===== config.mk =====
export PLATFORM = sky130hd
export DESIGN_NAME = cpu_alu_flag_unit
export DESIGN_NICKNAME = d
export VERILOG_FILES = /design/src/rtl/cafu_pkg.sv /design/src/rtl/cpu_alu_flag_unit.sv
export SDC_FILE = /design/constraint.sdc
export NUM_CORES = 1
export LEC_CHECK = 0
export ABC_CLOCK_PERIOD_IN_PS = 3750
export BUFFER_PORTS_ARGS = -buffer_cell sky130_fd_sc_hd__buf_2
export CORE_UTILIZATION = 55
export DETAILED_ROUTE_END_ITERATION = 7
export GPL_TIMING_DRIVEN = 0
export PLACE_DENSITY = 0.78
export SETUP_SLACK_MARGIN = 0.2
export SYNTH_ARGS = -nofsm -noshare
export SYNTH_HDL_FRONTEND = slang
export SYNTH_SLANG_ARGS = --single-unit

===== constraint.sdc =====
create_clock -name clock -period 3.75 [get_ports clock]
set_clock_uncertainty 0.15 [all_clocks]
set_input_delay 1.125 -clock clock [delete_from_list [all_inputs] [get_ports clock]]
set_output_delay 1.125 -clock clock [all_outputs]
set_load 0.01 [all_outputs]

===== src/rtl/cafu_pkg.sv =====
// ----------------------------------------------------------------------------
// cafu_pkg: shared types and constants for the cpu alu and flag unit
// operation codes and status bit positions of the 8-bit execute unit
// ----------------------------------------------------------------------------
package cafu_pkg;

   typedef enum logic [4:0] {
      OP_ADC     = 5'd0,
      OP_AND     = 5'd1,
      OP_ORA     = 5'd2,
      OP_EOR     = 5'd3,
      OP_CMP     = 5'd4,
      OP_CPX     = 5'd5,
      OP_CPY     = 5'd6,
      OP_BIT     = 5'd7,
      OP_LDA     = 5'd8,
      OP_LDX     = 5'd9,
      OP_LDY     = 5'd10,
      OP_ASL_MEM = 5'd11,
      OP_LSR_MEM = 5'd12,
      OP_ROL_MEM = 5'd13,
      OP_ROR_MEM = 5'd14,
      OP_ASL_ACC = 5'd15,
      OP_LSR_ACC = 5'd16,
      OP_ROL_ACC = 5'd17,
      OP_ROR_ACC = 5'd18,
      OP_INC     = 5'd19,
      OP_DEC     = 5'd20,
      OP_INX     = 5'd21,
      OP_DEX     = 5'd22,
      OP_INY     = 5'd23,
      OP_DEY     = 5'd24,
      OP_CLC     = 5'd25,
      OP_SEC     = 5'd26,
      OP_CLD     = 5'd27,
      OP_SED     = 5'd28,
      OP_CLV     = 5'd29,
      OP_CLI     = 5'd30,
      OP_NOP     = 5'd31
   } op_type;

   // shifter function select
   typedef enum logic [1:0] {
      SH_ASL = 2'd0,
      SH_LSR = 2'd1,
      SH_ROL = 2'd2,
      SH_ROR = 2'd3
   } shift_type;

   // status bit positions
   localparam int FLAG_C = 0;
   localparam int FLAG_Z = 1;
   localparam int FLAG_I = 2;
   localparam int FLAG_D = 3;
   localparam int FLAG_V = 6;
   localparam int FLAG_N = 7;

   localparam logic [7:0] STATUS_RESET = 8'h04;

endpackage


===== src/rtl/cpu_alu_flag_unit.sv =====
// ----------------------------------------------------------------------------
// cpu_alu_flag_unit: 8-bit execute unit with register file and status flags
// binary add, logic ops, compares, bit test, loads, shifts, inc/dec, flag ops
// ----------------------------------------------------------------------------
//
// channel   dir   handshake              beat contents
// req_      in    req_valid/req_ready    op_select, operand_byte
// rsp_      out   rsp_valid/rsp_ready    store byte/valid, a, x, y, status
//
// one beat per cycle sustained unless the result side stalls; a beat is held in
// the input register and executed from there into the result register;
// execution only stalls when the result register is full and not being taken;
// the input register still takes a new beat whenever it empties in that cycle
// a, x, y and status update at the moment a beat moves into the result register
// reset clears a, x and y, sets status to 0x04 and empties both registers
//
module cpu_alu_flag_unit (
   input  logic       clock,
   input  logic       reset,

   input  logic       req_valid,
   output logic       req_ready,
   input  logic [4:0] req_op_select,
   input  logic [7:0] req_operand_byte,

   output logic       rsp_valid,
   input  logic       rsp_ready,
   output logic [7:0] rsp_store_byte,
   output logic       rsp_store_valid,
   output logic [7:0] rsp_acc_out,
   output logic [7:0] rsp_index_x_out,
   output logic [7:0] rsp_index_y_out,
   output logic [7:0] rsp_status_out
);

   // input register
   logic                in_valid_ff;
   cafu_pkg::op_type    in_op_ff;
   logic [7:0]          in_operand_ff;

   // architectural state
   logic [7:0]          acc_ff,    acc_in;
   logic [7:0]          x_ff,      x_in;
   logic [7:0]          y_ff,      y_in;
   logic [7:0]          status_ff, status_in;

   // result register
   logic                rsp_valid_ff;
   logic [7:0]          store_byte_ff, store_byte_in;
   logic                store_valid_ff, store_valid_in;

   logic                exec_fire;
   logic                req_fire;

   // the result register can take a beat when empty or being drained
   assign exec_fire = in_valid_ff && (!rsp_valid_ff || rsp_ready);
   assign req_ready = !in_valid_ff || exec_fire;
   assign req_fire  = req_valid && req_ready;

   // shifter: returns {carry out, result}
   function automatic logic [8:0] shift_calc(input cafu_pkg::shift_type kind,
                                             input logic [7:0] v,
                                             input logic cin);
      logic [8:0] res;
      case (kind)
         cafu_pkg::SH_ASL: res = {v[7], v[6:0], 1'b0};
         cafu_pkg::SH_LSR: res = {v[0], 1'b0, v[7:1]};
         cafu_pkg::SH_ROL: res = {v[7], v[6:0], cin};
         cafu_pkg::SH_ROR: res = {v[0], cin, v[7:1]};
         default:          res = {1'b0, v};
      endcase
      return res;
   endfunction

   // execute datapath
   logic [8:0] add_sum;
   logic [7:0] cmp_reg;
   logic [8:0] cmp_diff;
   logic [8:0] shift_res;
   logic [7:0] shift_src;
   logic [7:0] zn_val;
   logic       zn_upd;

   always_comb begin
      add_sum = {1'b0, acc_ff} + {1'b0, in_operand_ff} + {8'd0, status_ff[cafu_pkg::FLAG_C]};

      // compare register select
      case (in_op_ff)
         cafu_pkg::OP_CPX: cmp_reg = x_ff;
         cafu_pkg::OP_CPY: cmp_reg = y_ff;
         default:          cmp_reg = acc_ff;
      endcase
      cmp_diff = {1'b0, cmp_reg} - {1'b0, in_operand_ff};

      // memory forms take the operand, accumulator forms take a
      case (in_op_ff)
         cafu_pkg::OP_ASL_ACC, cafu_pkg::OP_LSR_ACC,
         cafu_pkg::OP_ROL_ACC, cafu_pkg::OP_ROR_ACC: shift_src = acc_ff;
         default:                                    shift_src = in_operand_ff;
      endcase
      // each memory form shares its shift function with the accumulator form
      case (in_op_ff)
         cafu_pkg::OP_ASL_MEM, cafu_pkg::OP_ASL_ACC:
            shift_res = shift_calc(cafu_pkg::SH_ASL, shift_src, status_ff[cafu_pkg::FLAG_C]);
         cafu_pkg::OP_LSR_MEM, cafu_pkg::OP_LSR_ACC:
            shift_res = shift_calc(cafu_pkg::SH_LSR, shift_src, status_ff[cafu_pkg::FLAG_C]);
         cafu_pkg::OP_ROL_MEM, cafu_pkg::OP_ROL_ACC:
            shift_res = shift_calc(cafu_pkg::SH_ROL, shift_src, status_ff[cafu_pkg::FLAG_C]);
         default:
            shift_res = shift_calc(cafu_pkg::SH_ROR, shift_src, status_ff[cafu_pkg::FLAG_C]);
      endcase

      acc_in         = acc_ff;
      x_in           = x_ff;
      y_in           = y_ff;
      status_in      = status_ff;
      store_byte_in  = 8'd0;
      store_valid_in = 1'b0;
      zn_val         = 8'd0;
      zn_upd         = 1'b0;

      case (in_op_ff)
         cafu_pkg::OP_ADC: begin
            acc_in                      = add_sum[7:0];
            status_in[cafu_pkg::FLAG_C] = add_sum[8];
            status_in[cafu_pkg::FLAG_V] = (acc_ff[7] == in_operand_ff[7])
                                          && (acc_ff[7] != add_sum[7]);
            zn_val = add_sum[7:0];
            zn_upd = 1'b1;
         end
         cafu_pkg::OP_AND: begin
            acc_in = acc_ff & in_operand_ff;
            zn_val = acc_ff & in_operand_ff;
            zn_upd = 1'b1;
         end
         cafu_pkg::OP_ORA: begin
            acc_in = acc_ff | in_operand_ff;
            zn_val = acc_ff | in_operand_ff;
            zn_upd = 1'b1;
         end
         cafu_pkg::OP_EOR: begin
            acc_in = acc_ff ^ in_operand_ff;
            zn_val = acc_ff ^ in_operand_ff;
            zn_upd = 1'b1;
         end
         cafu_pkg::OP_CMP, cafu_pkg::OP_CPX, cafu_pkg::OP_CPY: begin
            status_in[cafu_pkg::FLAG_C] = !cmp_diff[8];
            status_in[cafu_pkg::FLAG_Z] = (cmp_reg == in_operand_ff);
            status_in[cafu_pkg::FLAG_N] = cmp_diff[7];
         end
         cafu_pkg::OP_BIT: begin
            status_in[cafu_pkg::FLAG_Z] = ((acc_ff & in_operand_ff) == 8'd0);
            status_in[cafu_pkg::FLAG_N] = in_operand_ff[7];
            status_in[cafu_pkg::FLAG_V] = in_operand_ff[6];
         end
         cafu_pkg::OP_LDA: begin
            acc_in = in_operand_ff;
            zn_val = in_operand_ff;
            zn_upd = 1'b1;
         end
         cafu_pkg::OP_LDX: begin
            x_in   = in_operand_ff;
            zn_val = in_operand_ff;
            zn_upd = 1'b1;
         end
         cafu_pkg::OP_LDY: begin
            y_in   = in_operand_ff;
            zn_val = in_operand_ff;
            zn_upd = 1'b1;
         end
         cafu_pkg::OP_ASL_MEM, cafu_pkg::OP_LSR_MEM,
         cafu_pkg::OP_ROL_MEM, cafu_pkg::OP_ROR_MEM: begin
            store_byte_in               = shift_res[7:0];
            store_valid_in              = 1'b1;
            status_in[cafu_pkg::FLAG_C] = shift_res[8];
            zn_val = shift_res[7:0];
            zn_upd = 1'b1;
         end
         cafu_pkg::OP_ASL_ACC, cafu_pkg::OP_LSR_ACC,
         cafu_pkg::OP_ROL_ACC, cafu_pkg::OP_ROR_ACC: begin
            acc_in                      = shift_res[7:0];
            status_in[cafu_pkg::FLAG_C] = shift_res[8];
            zn_val = shift_res[7:0];
            zn_upd = 1'b1;
         end
         cafu_pkg::OP_INC: begin
            store_byte_in  = in_operand_ff + 8'd1;
            store_valid_in = 1'b1;
            zn_val = in_operand_ff + 8'd1;
            zn_upd = 1'b1;
         end
         cafu_pkg::OP_DEC: begin
            store_byte_in  = in_operand_ff - 8'd1;
            store_valid_in = 1'b1;
            zn_val = in_operand_ff - 8'd1;
            zn_upd = 1'b1;
         end
         cafu_pkg::OP_INX: begin
            x_in   = x_ff + 8'd1;
            zn_val = x_ff + 8'd1;
            zn_upd = 1'b1;
         end
         cafu_pkg::OP_DEX: begin
            x_in   = x_ff - 8'd1;
            zn_val = x_ff - 8'd1;
            zn_upd = 1'b1;
         end
         cafu_pkg::OP_INY: begin
            y_in   = y_ff + 8'd1;
            zn_val = y_ff + 8'd1;
            zn_upd = 1'b1;
         end
         cafu_pkg::OP_DEY: begin
            y_in   = y_ff - 8'd1;
            zn_val = y_ff - 8'd1;
            zn_upd = 1'b1;
         end
         cafu_pkg::OP_CLC: status_in[cafu_pkg::FLAG_C] = 1'b0;
         cafu_pkg::OP_SEC: status_in[cafu_pkg::FLAG_C] = 1'b1;
         cafu_pkg::OP_CLD: status_in[cafu_pkg::FLAG_D] = 1'b0;
         cafu_pkg::OP_SED: status_in[cafu_pkg::FLAG_D] = 1'b1;
         cafu_pkg::OP_CLV: status_in[cafu_pkg::FLAG_V] = 1'b0;
         cafu_pkg::OP_CLI: status_in[cafu_pkg::FLAG_I] = 1'b0;
         default: begin
            // no operation
         end
      endcase

      // common zero / negative update
      if (zn_upd) begin
         status_in[cafu_pkg::FLAG_Z] = (zn_val == 8'd0);
         status_in[cafu_pkg::FLAG_N] = zn_val[7];
      end
   end

   // control registers
   always_ff @(posedge clock) begin
      if (reset) begin
         in_valid_ff  <= 1'b0;
         rsp_valid_ff <= 1'b0;
         acc_ff       <= 8'd0;
         x_ff         <= 8'd0;
         y_ff         <= 8'd0;
         status_ff    <= cafu_pkg::STATUS_RESET;
      end else begin
         if (req_ready) begin
            in_valid_ff <= req_valid;
         end
         if (exec_fire) begin
            rsp_valid_ff <= 1'b1;
            acc_ff       <= acc_in;
            x_ff         <= x_in;
            y_ff         <= y_in;
            status_ff    <= status_in;
         end else if (rsp_ready) begin
            rsp_valid_ff <= 1'b0;
         end
      end
   end

   // payload registers
   always_ff @(posedge clock) begin
      if (req_fire) begin
         in_op_ff      <= cafu_pkg::op_type'(req_op_select);
         in_operand_ff <= req_operand_byte;
      end
      if (exec_fire) begin
         store_byte_ff  <= store_byte_in;
         store_valid_ff <= store_valid_in;
      end
   end

   // the register file doubles as the result payload
   assign rsp_valid       = rsp_valid_ff;
   assign rsp_store_byte  = store_byte_ff;
   assign rsp_store_valid = store_valid_ff;
   assign rsp_acc_out     = acc_ff;
   assign rsp_index_x_out = x_ff;
   assign rsp_index_y_out = y_ff;
   assign rsp_status_out  = status_ff;

   // a waiting beat moves on whenever the result register frees up
   assert property (@(posedge clock) disable iff (reset)
      in_valid_ff && (!rsp_valid_ff || rsp_ready) |=> rsp_valid_ff)
      else $error("pending beat not executed");

   // store byte is zero unless a write-back is requested
   assert property (@(posedge clock) disable iff (reset)
      rsp_valid_ff && !store_valid_ff |-> store_byte_ff == 8'd0)
      else $error("store byte nonzero without write-back");

   // break and unused bits never set
   assert property (@(posedge clock) disable iff (reset)
      status_ff[5:4] == 2'b00)
      else $error("reserved status bits changed");

   // interrupt disable only clears through cli
   assert property (@(posedge clock) disable iff (reset)
      $fell(status_ff[cafu_pkg::FLAG_I]) |->
         $past(exec_fire) && $past(in_op_ff) == cafu_pkg::OP_CLI)
      else $error("interrupt disable cleared without cli");

   // registers hold while no beat executes
   assert property (@(posedge clock) disable iff (reset)
      !exec_fire |=> $stable(acc_ff) && $stable(x_ff) && $stable(y_ff) && $stable(status_ff))
      else $error("state changed without execution");

endmodule


[Yosys cells after proc, flatten, opt, wreduce, memory -nomap -nowiden]
Index checks and enable logic that the tools add are counted.
Operators by class
  equal/unequal tests: 33
  muxes and demuxes: 19
  bitwise logic cells: 3
  reductions and logical operators: 37
  add/subtract/negate cells: 9
Operators by type and width (number)
  case mux 8 bit (12 select lines): 1
  == test 5 bit (second input constant): 15
  case mux 8 bit (3 select lines): 3
  case mux 8 bit (6 select lines): 1
  == test 5 x 4 -> 1 bit (second input constant): 8
  case mux 9 bit (3 select lines): 1
  adder 8 x 1 -> 8 bit (second input constant): 3
  subtractor 8 x 1 -> 8 bit (second input constant): 3
  OR reduction 21 bit: 1
  == test 5 x 3 -> 1 bit (second input constant): 4
  zero test 8 bit: 2
  case mux 8 bit (2 select lines): 1
  AND reduction 2 bit: 8
  nonzero test 3 bit: 4
  == test 5 x 2 -> 1 bit (second input constant): 2
  adder 8 x 8 -> 9 bit: 1
  adder 9 x 1 -> 9 bit: 1
  subtractor 8 x 8 -> 9 bit: 1
  AND 8 bit: 1
  == test 8 bit: 1
  two-way mux 8 bit: 1
  bitwise OR 8 bit: 1
  OR reduction 4 bit: 2
  OR reduction 8 bit: 1
  other kinds (18): 34
Storage, ports and cells
  flip-flop bits (word level): 54
  output and inout bits: 43

[Longest topological paths before layout]
  depth after elaboration: 7
  depth in mapped cells: 17
  mapped depth without buffers: 15

[Least setup slack after synthesis]
Ideal clock, no wire load.
  path type: flip-flop to flip-flop
  start: register in_op_ff[2]
  end: register status_ff[7] (netlist: rsp_status_out[7])
  period minus slack after synthesis: 3.282 ns
  arrival time: 3.001 ns
  stages on the path, launching flop included: 17
  setup slack: 0.468 ns
  required time: 3.469 ns
  library setup time: 0.131 ns
  cells stage by stage: edfxtp_1 -> buf_2 -> clkbuf_1 -> nand2b_1 -> nand2b_1 -> nor2_1 -> o22ai_1 -> a21oi_1 -> ha_1 -> nor2b_1 -> o21a_1 -> o21a_1 -> o21ai_0 -> a21oi_1 -> xor2_1 -> a221oi_2 -> nor3_1
On the way
  word-level cells in the longest chain between the ends: 6
Ends and longest elaborated chain
  start: declaration: line cpu_alu_flag_unit.sv:38  | cafu_pkg::op_type in_op_ff;
  start signal: assignment: line cpu_alu_flag_unit.sv:264  | in_op_ff <= cafu_pkg::op_type'(req_op_select);
  branches (longest 6 deep; another with subtractor 8 x 8 -> 9 bit)
  end signal: assignment: line cpu_alu_flag_unit.sv:244  | status_ff <= cafu_pkg::STATUS_RESET;
  end signal: assignment: line cpu_alu_flag_unit.sv:254  | status_ff <= status_in;
  end: declaration: line cpu_alu_flag_unit.sv:45  | logic [7:0] status_ff, status_in;
Parallel ways; which one is timed is not known.
A chain may end at the register's enable or synchronous reset.

[Final worst setup path]
  start: register in_operand_ff[0]
  end: register status_ff[1] (netlist: rsp_status_out[1])
On the way
  word-level cells in the longest chain between the ends: 5
Ends and longest elaborated chain
  start: declaration: line cpu_alu_flag_unit.sv:39  | logic [7:0] in_operand_ff;
  start signal: assignment: line cpu_alu_flag_unit.sv:265  | in_operand_ff <= req_operand_byte;
  adder 8 x 8 -> 9 bit or two-way mux 8 bit (tied branches): line cpu_alu_flag_unit.sv:85, cpu_alu_flag_unit.sv:96
  adder 9 x 1 -> 9 bit or case mux 9 bit (3 select lines) (tied branches): line cpu_alu_flag_unit.sv:85, cpu_alu_flag_unit.sv:102
  case mux 8 bit (12 select lines): line cpu_alu_flag_unit.sv:122  | case (in_op_ff)
  zero test 8 bit: line cpu_alu_flag_unit.sv:231  | status_in[cafu_pkg::FLAG_Z] = (zn_val == 8'd0);
  two-way mux 1 bit *: line cpu_alu_flag_unit.sv:230  | if (zn_upd) begin
Mark *: on every way between the ends. The rest lies on a longest branch, timed or not.

==> impl_results.md <==
- Netlist cell types: 80
- Die Span X: 98.94 µm
- MaxCap Viol Count: 0
- Fill count: 816
- Post-CTS Hold Buffers: 0
- H-tree Lvls: 2
- Hold Vio Cnt, Final: 0
- CP top delay family: simple AND/OR/NAND/NOR gates
- Kind of end point of the critical path: register
- Min cycle time layout: 3.516 ns
- Final Setup Violations: 0
- Crit path max-delay cell type: or4_1
- Tightest Hold Check Type: register to register
- WL final: 21130 µm
- Max-slew violations: 0
- Worst-path maximum fanout: 6
- Syn Inst Count: 656
- Outcome: completed
- Largest net degree at the start of global routing: 18
- Tcrit/Tclk final: 93.75%
- Inserted Clock Buffers: 5
- Reg area: 1303 µm²
- Worst Path Buf+Inv: 3
- Worst-Margin Slew: 1.217 ns
- Synth Cell Area: around 5200 µm²
- CTS root buffer: clkbuf_8
- Clock Latency Late Sink: 0.32 ns
- CP required: 3.86 ns
- Flops & latches, synth: 54
- Diodes inserted: 0
- CP cell instances: buf_8, clkinvlp_4, fa_2, inv_1, fa_1, xor2_1, nor4b_2, a2111oi_0, or4_1, nor3_2, nand4b_1, nor3_1, a31o_1
- Final std cells w/o fill: 846
- Share of layout cells above drive strength 1: 18.78%
- Port Buffer Count: between 50 and 60
- DP Wirelength: 15860 µm
- CTS sink cnt: 54
- Warnings from Yosys: 0
- Design area: about 5900 µm²
- GP Congestion: 1.075
- Leakage power: 0.002369 µW
- Sequential area share after synthesis: 25.18%
- Global route total overflow: 0
- Global-route wire length before repair: between 30000 and 40000 µm
- Initial Util: 56.47%
- CTS tree: yes
- DRT antenna net count: 0
- Nets: slightly below 800
- Crit path DAT: about 3.6 ns
- FMAX: roughly 0.28 GHz
- Crit path kind: register to register
- Initial antenna violation count: 0
- Cell total after placement: 824
- Post-synth EDFFs: 22
- Initial DRC Count: just over 1000
- Slowest Stage Delay on Critical Path: between 0.5 and 0.6 ns
- Mean area per synthesized cell: ~7.9 µm²
- Critical Path Source Type: register
- Placed cell area: 5592 µm²
- Vias in the first global route: approximately 5400
- Core Region: slightly above 9000 µm²
- Multi-input gate area: 3582 µm²
- Vias per cell: about 7.3
- Reg2Reg Launch Point: in_operand_ff[0]$_DFFE_PP_
- Reg clk slew, reported paths: 0.11 ns
- Post-place setup slack: -0.3712 ns
- Power Dens Cells: 255.2 nW/µm²
- Worst Slack Setup Final: roughly 0.23 ns
- Max IR drop VDD: 0.0001819 V
- GRT Total Usage: 42.02%
- Hold_sp: rsp_status_out[2]$_SDFFE_PP1P_
- Worst setup path start: in_operand_ff[0]$_DFFE_PP_
- Row Count: 35
- Routed vias: 6173
- Ys async rst share: 0%
- Post-layout util: between 60% and 70%
- # IOs: 60
- Die area: 9789 µm²
- DRC viols: 0
- Drt pass-1 iters: 6
- Clk buf depth: 2
- Area growth, synth to finish: 13.53%
- Slew HR: 18.25%
- Primary FF master, synth: dfxtp_1
- Unrepaired setup endpoints after global routing: yes
- Drt wl/cell: 24.97 µm
- Vert. Die Dim: about 99 µm
-- where the power goes --
part	internal, µW	switching [µW]
clock	133	204
sequential	638	30.1
combinational	179	314
total	950	548
-- registers in the layout, summed over array words and instances (netlist names) --
signal           count
in_operand_ff        8
rsp_acc_out          8
rsp_index_x_out      8
rsp_index_y_out      8
rsp_store_byte       8
rsp_status_out       6
in_op_ff             5
in_valid_ff          1
rsp_store_valid      1
rsp_valid            1
-- metrics by stage --
stage | hold slack [ns] | TNS (ns) | power [µW]
3_5_place_dp | 0.3001 | -0.5977 | 1123
3_3_place_gp | 0.2932 | -0.5171 | 1115
5_1_grt | 0.3444 | 0 | 1540
4_1_cts | 0.3139 | 0 | 1451
6_report | 0.3197 | 0 | 1497
2_1_floorplan | 0.3289 | 0 | 975.9
-- kinds of logic after synthesis --
group | after synthesis | share of synthesized area [%]
buf+inv | 78 | 6.439
flops | 54 | 25.18
mux | 23 | 5.083
simple gates | 216 | 21.06
compound gates | 240 | 32.10
other cells | 1 | 0.07255
fa+ha+maj | 32 | 8.037
xor+xnor | 12 | 2.033
-- Yosys cell counts, types with 7 or more instances --
cell	n	share of area, %
a211oi_1	11	1.6
a21oi_1	55	5.3
a221o_1	9	1.7
a221oi_1	13	2.2
a22oi_1	10	1.5
a311oi_1	7	1.2
and2_1	8	0.97
and3_1	7	0.85
buf_2	7	0.68
clkbuf_1	25	1.8
dfxtp_1	32	12
edfxtp_1	22	13
ha_1	30	7.3
inv_1	30	2.2
mux2i_1	15	2.9
nand2_1	58	4.2
nand2b_1	14	1.7
nand3_1	15	1.5
nand4_1	9	1.1
nor2_1	50	3.6
nor3_1	17	1.6
o21ai_0	38	3.7
o221ai_1	9	1.5
o22ai_1	32	3.9
or3_1	8	0.97
xnor2_1	7	1.2
-- layer usage --
layer | global-route usage [%] | vias to the layer above | share of wire [%]
li1 | - | 2671 | -
met1 | 58.32 | 2882 | 39
met2 | 62.45 | 520 | 41
met3 | 7.872 | 100 | 13
met4 | 20.67 | 0 | 6.1
met5 | 0 | - | 0
-- what timing repair did --
action	CTS	global route
pin swaps	1	3
resized for setup	17	21
buffers inserted	1	13
endpoints found under the setup margin	3	6
-- cells in the final DEF (no fill, tap or decap), types with 8 or more instances in the layout --
cell type,count
inv_1,29
a211oi_1,11
buf_2,61
o221ai_1,9
nand2b_1,13
nand2_1,56
mux2i_1,15
a22oi_1,10
or3_1,8
buf_4,22
nand3_1,15
a21oi_1,55
a221o_1,9
nor2_1,48
and2_1,8
a221oi_1,13
edfxtp_1,22
clkbuf_1,21
nor3_1,16
ha_1,30
nand4_1,9
o22ai_1,32
o21ai_0,38
dfxtp_1,31
-- layout make-up --
cell class	count	area share (%)
buffer	46	4.200
clock buffer	7	1.301
clock inverter	1	0.1279
inverter	32	2.196
multi-input combinational	525	61.04
sequential	54	22.20
tap	111	2.367
timing repair buffer	70	6.567
-- worst register-to-register path, cell delays in order, from the launching register on --
cell	delay, ns
edfxtp_1	0.47
buf_8	0.18
clkinvlp_4	0.12
fa_2	0.23
inv_1	0.06
fa_1	0.42
xor2_1	0.21
nor4b_2	0.22
a2111oi_0	0.10
or4_1	0.56
nor3_2	0.24
nand4b_1	0.12
nor3_1	0.18
a31o_1	0.20
-- path summary, 6_finish.rpt --
kind                                                  endpoint  slack (ns)  cells after the start
worst max register to register  rsp_status_out[1]$_SDFFE_PP0P_        0.23                     13
worst max-delay path            rsp_status_out[1]$_SDFFE_PP0P_        0.23                     13
worst min-delay path            rsp_status_out[2]$_SDFFE_PP1P_        0.32                      2
worst min register to register  rsp_status_out[2]$_SDFFE_PP1P_        0.32                      2
(Power assumes the default switching activity.)
